--- src/hdl/ssra_pkg.sv ---
package ssra_pkg;

   localparam int MAX_ENTRIES_DEF = 64;
   localparam int COLUMN_BITS_DEF = 16;

   localparam int COL_PORT_W   = 16;
   localparam int VALUE_W      = 32;
   localparam int COUNT_PORT_W = 7;
   localparam int OP_W         = 3;
   localparam int STATUS_W     = 3;
   localparam int REQ_DATA_W   = 48;
   localparam int RSP_DATA_W   = 56;

   typedef enum logic [OP_W-1:0] {
      OP_ADD    = 3'd0,
      OP_SUB    = 3'd1,
      OP_SCALE  = 3'd2,
      OP_REMOVE = 3'd3,
      OP_READ   = 3'd4,
      OP_DUMP   = 3'd5
   } op_type;

   typedef enum logic [STATUS_W-1:0] {
      ST_OK        = 3'd0,
      ST_FULL      = 3'd1,
      ST_NOT_FOUND = 3'd2,
      ST_EMPTY     = 3'd3,
      ST_SAT       = 3'd4
   } status_type;

   typedef enum logic [3:0] {
      S_IDLE,
      S_SRCH_RD,
      S_SRCH_CMP,
      S_RESOLVE,
      S_INS_RD,
      S_INS_WR,
      S_UPDATE,
      S_RMV_RD,
      S_RMV_WR,
      S_WALK_RD,
      S_WALK_DAT,
      S_SCALE_WR,
      S_EMIT
   } state_type;

   typedef struct packed {
      logic [VALUE_W-1:0] value;
      logic               sat;
   } arith_res_type;

endpackage

--- src/hdl/ssra_arith.sv ---
module ssra_arith (
   input  logic                                clock,
   input  ssra_pkg::op_type                    op,
   input  logic signed [ssra_pkg::VALUE_W-1:0] acc_value,
   input  logic signed [ssra_pkg::VALUE_W-1:0] operand,
   input  logic signed [ssra_pkg::VALUE_W-1:0] scale_value,
   output ssra_pkg::arith_res_type             addsub_res,
   output ssra_pkg::arith_res_type             scale_res
);

   import ssra_pkg::*;

   localparam logic [VALUE_W-1:0] POS_MAX = {1'b0, {(VALUE_W-1){1'b1}}};
   localparam logic [VALUE_W-1:0] NEG_MIN = {1'b1, {(VALUE_W-1){1'b0}}};

   logic signed [VALUE_W:0]       sum;
   logic signed [2*VALUE_W-1:0]   product_ff;
   logic signed [2*VALUE_W-17:0]  shifted;
   logic [2*VALUE_W-16-VALUE_W:0] high_bits;

   // saturating add and subtract, read passes the value through
   always_comb begin
      case (op)
         OP_ADD:  sum = {acc_value[VALUE_W-1], acc_value} + {operand[VALUE_W-1], operand};
         OP_SUB:  sum = {acc_value[VALUE_W-1], acc_value} - {operand[VALUE_W-1], operand};
         default: sum = {acc_value[VALUE_W-1], acc_value};
      endcase
      if (sum[VALUE_W] != sum[VALUE_W-1]) begin
         addsub_res.sat   = 1'b1;
         addsub_res.value = sum[VALUE_W] ? NEG_MIN : POS_MAX;
      end else begin
         addsub_res.sat   = 1'b0;
         addsub_res.value = sum[VALUE_W-1:0];
      end
   end

   always_ff @(posedge clock) begin
      product_ff <= scale_value * operand;
   end

   // arithmetic shift floors, then clamp to the value range
   assign shifted   = product_ff[2*VALUE_W-1:16];
   assign high_bits = shifted[2*VALUE_W-17:VALUE_W-1];

   always_comb begin
      if ((&high_bits) || !(|high_bits)) begin
         scale_res.sat   = 1'b0;
         scale_res.value = shifted[VALUE_W-1:0];
      end else begin
         scale_res.sat   = 1'b1;
         scale_res.value = shifted[2*VALUE_W-17] ? NEG_MIN : POS_MAX;
      end
   end

endmodule

--- config.mk ---
export PLATFORM = sky130hd
export DESIGN_NAME = ssra_arith
export DESIGN_NICKNAME = d
export VERILOG_FILES = /design/src/hdl/ssra_pkg.sv /design/src/hdl/ssra_arith.sv
export SDC_FILE = /design/constraint.sdc
export NUM_CORES = 2
export LEC_CHECK = 0
export ABC_AREA = 1
export BUFFER_PORTS_ARGS = -buffer_cell sky130_fd_sc_hd__buf_4
export CORE_MARGIN = 1
export CORE_UTILIZATION = 55
export CTS_BUF_LIST = sky130_fd_sc_hd__clkbuf_16
export CTS_CLUSTER_DIAMETER = 100
export CTS_CLUSTER_SIZE = 10
export DETAILED_ROUTE_END_ITERATION = 16
export PLACE_DENSITY = 0.75
export SLEW_MARGIN = 15
export SYNTH_ARGS = -nofsm -noshare
export SYNTH_HDL_FRONTEND = slang
export SYNTH_SLANG_ARGS = --single-unit
--- constraint.sdc ---
create_clock -name clock -period 7.9 [get_ports clock]
set_clock_uncertainty 0.2 [all_clocks]
set_input_delay 0.395 -clock clock [delete_from_list [all_inputs] [get_ports clock]]
set_output_delay 0.395 -clock clock [all_outputs]
set_load 0.01 [all_outputs]
Yosys cells after proc, flatten, opt, wreduce, memory -nomap -nowiden:

Cells that the tools add are included.

* bits in registers: 64
* input port bits: 100
* output and inout port bits: 66
* word-level logic and storage cells: 16

* add/sub/neg operators: 2
* multipliers: 1
* eq/ne operators: 2
* multiplexer cells: 5
* reductions and logical operators: 5

Operators with widths (number)
* $mux W33: 2
* $pmux W33 S2: 1
* $mul A32 B32 Y64: 1
* $mux W32: 2
* $add A32 B32 Y33: 1
* $sub A32 B32 Y33: 1
* $reduce_and A17 Y1: 1
* $reduce_or A17 Y1: 1
* $eq A3 B1 Y1 const B: 1
* $logic_not A3 Y1: 1
* $logic_not A1 Y1: 1
* $logic_or A1 B1 Y1: 1
* $ne A1 B1 Y1: 1

Depth between registers and ports, before layout:

* depth after elaboration: 4
* depth in mapped cells: 32
* depth with buffers taken out: 30

Worst setup path before layout:

No wires, ideal clock.

* path type: input -> register
* from: in operand[7] (netlist name)
* to: reg product_ff[61]
* setup time: 112 ps
* arrival time: 7142 ps
* data required time: 7588 ps
* setup slack: 445 ps
* stages on the path: 28
* buffers on the path: 2
* cells stage by stage: buf_2 -> buf_1 -> nand2_1 -> inv_1 -> fa_1 -> inv_1 -> fa_1 -> inv_1 -> fa_1 -> fa_1 -> inv_1 -> fa_1 -> inv_1 -> fa_1 -> inv_1 -> fa_1 -> fa_1 -> inv_1 -> ha_1 -> nand2_1 -> nor2_1 -> inv_1 -> nor2_1 -> inv_1 -> nor4_1 -> nand3_1 -> nand3_1 -> nand2_1

* cells in the longest elaborated chain, start to end: 1

RTL lines
* start: declaration: line ssra_arith.sv:5 `input logic signed [ssra_pkg::VALUE_W-1:0] operand,`
* $mul A32 B32 Y64: line ssra_arith.sv:38 `product_ff <= scale_value * operand;`
* end signal: assignment: line ssra_arith.sv:38
* end: declaration: line ssra_arith.sv:17 `logic signed [2*VALUE_W-1:0] product_ff;`

No other way between the ends.

Final worst setup path:

* from: in operand[7] (netlist name)
* to: reg product_ff[56]

Same word-level chain as after synthesis.

==> results.yml <==
sta:
  hold_viol_final: 0
  fin_tns_setup_ns: 0
  slew_headroom_pct: 30.3
  fin_crit_sh_pct: 95.3
  slew_violations: 0
  worstMarginPinSlew_ns: 1.04
  max_freq_mhz: 133
  rsz0062_at_grt: "false"
  setup_viol: 0
  period_minus_slack_ns: 7.53
synth:
  yosysWarnings: 0
  syn_area_sq_um: 42500
  synthSimpleGateAreaFrac_pct: 18.2
  synth_xor_area_share_pct: 1.69
  netlist.area_leader.share_pct: 50.9
  ys_seq_elements: 48
  synth_area_leader_cell: "fa_1"
  syn_inst: 5593
  synth_compound_area_share_pct: 3.74
  synth_nets: 6988
  ys_top_cells_by_area: "fa_1 (51%), inv_1 (15%), nand2_1 (14%)"
  syn_area_per_cell_sq_um: 7.61
  ys_seq_area_share_pct: 2.26
  synth_mux_area_share_pct: 0
  synth_top_family_by_area: "adder cells"
  synthDistinctLibCells: 44
  synthAdderAreaFrac_pct: 57.2
global_route:
  grt_pass1_wl_microns: 200000
  grtUsageMet3_pct: 3.49
  antenna_found_initial: 1
  overflow: 0
  met2_usage_pct: 56.8
  grt_util_met1_pct: 41.9
  grt_pass1_vias: 38000
  grt.busiest_layer: "met2"
  grt_usage_pct: 32.6
  grt_max_degree: 44
cts:
  clock_sinks: 48
  ctsRootBufferMaster: "clkbuf_16"
  clk_path_buf_depth: 2
  numCtsBuffers: 5
  h-tree-depth: 2
  hold_buffers: 0
  cts_tree: "done"
  path_clk_slew_ns: 0.07
cells_and_area:
  largest_reg_flops: 48
  layout.nets: 6981
  drive_above_1_share_pct: 4.96
  fillers: 6975
  areaGrowthSynthToFinish_pct: 5.33
  top_regs: "product_ff x48"
  largest_register: "product_ff"
worst_setup_path:
  worstPathRequired_ns: 7.90
  cp-start-kind: "input port"
  critPathKind: "in -> reg"
  worstPathArrival_ns: 7.53
  crit_path_end_kind: "flop"
  cp_max_fo: 36
placed_design:
  gp_congestion: 1.01
  numPortBuffers: 165
  hpwl_microns: 103000
routing:
  ant_nets: 0
  drt_pass1_iterations: 6
  drc: 0
  viasPerCell: 5.26
  post_drt_wl_per_cell_microns: 18.3
  first_iter_violations: 2562
  routed_wl_microns: 121000
  via_count: 34800
floorplanning:
  die_area_sq_um: 78500
  io_pins: 166
  die_h_microns: 280
  rows: 101
  die_w_microns: 280
  core_area_sq_um: 76200
  start_util_pct: 55.8
status:
  status: "completed"
run:
  drv_cap: 0
hold_path:
  hold_class: "in -> reg"
[layout make-up]
class                      count  area, sq um  share of cell area, %
multi-input combinational   3642        34400                   76.8
inverter                    1657         6220                   13.9
timing repair buffer         232         1770                   3.95
tap                         1030         1290                   2.88
sequential                    48          961                   2.14
clock buffer                   5          125                  0.279
clock inverter                 3         46.3                  0.103
antenna                        1         2.50                0.00558
[cells in the final DEF, fill, tap and decap left out, drive strengths merged]
master | netlist | routed
nor2 | 247 | 247
nor4 | 13 | 13
o21bai | 14 | 14
or2 | 15 | 15
buf | 56 | 232
a21oi | 137 | 137
o21ai | 93 | 93
nor3 | 28 | 28
nand3 | 83 | 83
o311ai | 1 | 1
nand2 | 1565 | 1565
fa | 1082 | 1082
a31oi | 6 | 6
inv | 1656 | 1656
o21a | 4 | 4
o31ai | 4 | 4
a21boi | 6 | 6
xnor2 | 26 | 26
diode | 0 | 1
a21o | 12 | 12
xor2 | 56 | 56
nand3b | 4 | 4
clkbuf | 190 | 5
clkinv | 1 | 1
o211ai | 4 | 4
dfxtp | 48 | 48
clkinvlp | 0 | 2
nand4 | 20 | 20
bufinv | 0 | 1
a211oi | 5 | 5
and3 | 2 | 2
o41ai | 1 | 1
and2 | 1 | 1
ha | 213 | 213
[cells in the mapped netlist, drive strengths merged]
cell type  instances
a211oi             5
a21boi             6
a21o              12
a21oi            137
a31oi              6
and2               1
and3               2
buf               56
clkbuf           190
clkinv             1
dfxtp             48
fa              1082
ha               213
inv             1656
nand2           1565
nand3             83
nand3b             4
nand4             20
nor2             247
nor3              28
nor4              13
o211ai             4
o21a               4
o21ai             93
o21bai            14
o311ai             1
o31ai              4
o41ai              1
or2               15
xnor2             26
xor2              56
[routing by layer]
layer	vias up	part of all wire (%)
met5	-	0
met4	0	4.2
met1	17400	39
met3	291	7.1
met2	1491	50
li1	15600	-
[path summary, 6_finish.rpt]
kind,endpoint,from,cells past startpoint
setup / recovery,product_ff[56]$_DFF_P_,operand[7],25
hold / removal,product_ff[21]$_DFF_P_,scale_value[0],6
[metrics by stage]
step	util, %	worst slack, ns	area, sq um	hold WS, ns	instances
2_1_floorplan	-	0.445	42500	0.600	5593
3_3_place_gp	58.5	0.123	44600	0.705	6602
3_5_place_dp	58.5	0.0804	44600	0.690	6602
4_1_cts	58.7	0.338	44700	0.883	6610
5_1_grt	58.8	0.0116	44800	0.912	6618
6_report	58.8	0.370	44800	0.923	6618
[what timing repair did]
item,4_1_cts,5_1_grt
buffers inserted,0,7
setup endpoints to repair,0,6
gates resized for setup,0,3
[logic make-up (layout without fill, tap and decap cells)]
kind of cell | count (synthesis) | in the layout
AND/OR/NAND/NOR | 1978 | 1978
buffers and inverters | 1903 | 1897
adder cells (fa/ha/maj) | 1295 | 1295
AO/OA/AOI/OAI | 287 | 287
XOR/XNOR | 82 | 82
flip-flops | 48 | 48
other | 0 | 1
[worst max-delay path: stages]
cell and delay, ns:
buf_4 0.40, nand2_1 0.11, inv_1 0.09, fa_1 0.42, inv_1 0.15, fa_1 0.44, inv_1 0.23, fa_1 0.51
fa_1 0.53, inv_1 0.23, fa_1 0.57, inv_1 0.06, fa_1 0.52, inv_1 0.05, fa_1 0.47, inv_1 0.06
fa_1 0.48, ha_1 0.46, nand2_1 0.17, nor2_1 0.20, inv_1 0.08, nor3_1 0.45, nand3_1 0.25, nand3_1 0.12
nand2_1 0.05
Power is not shown: default switching activity piles up to over one toggle a cycle in this logic, so the estimate is an artifact.
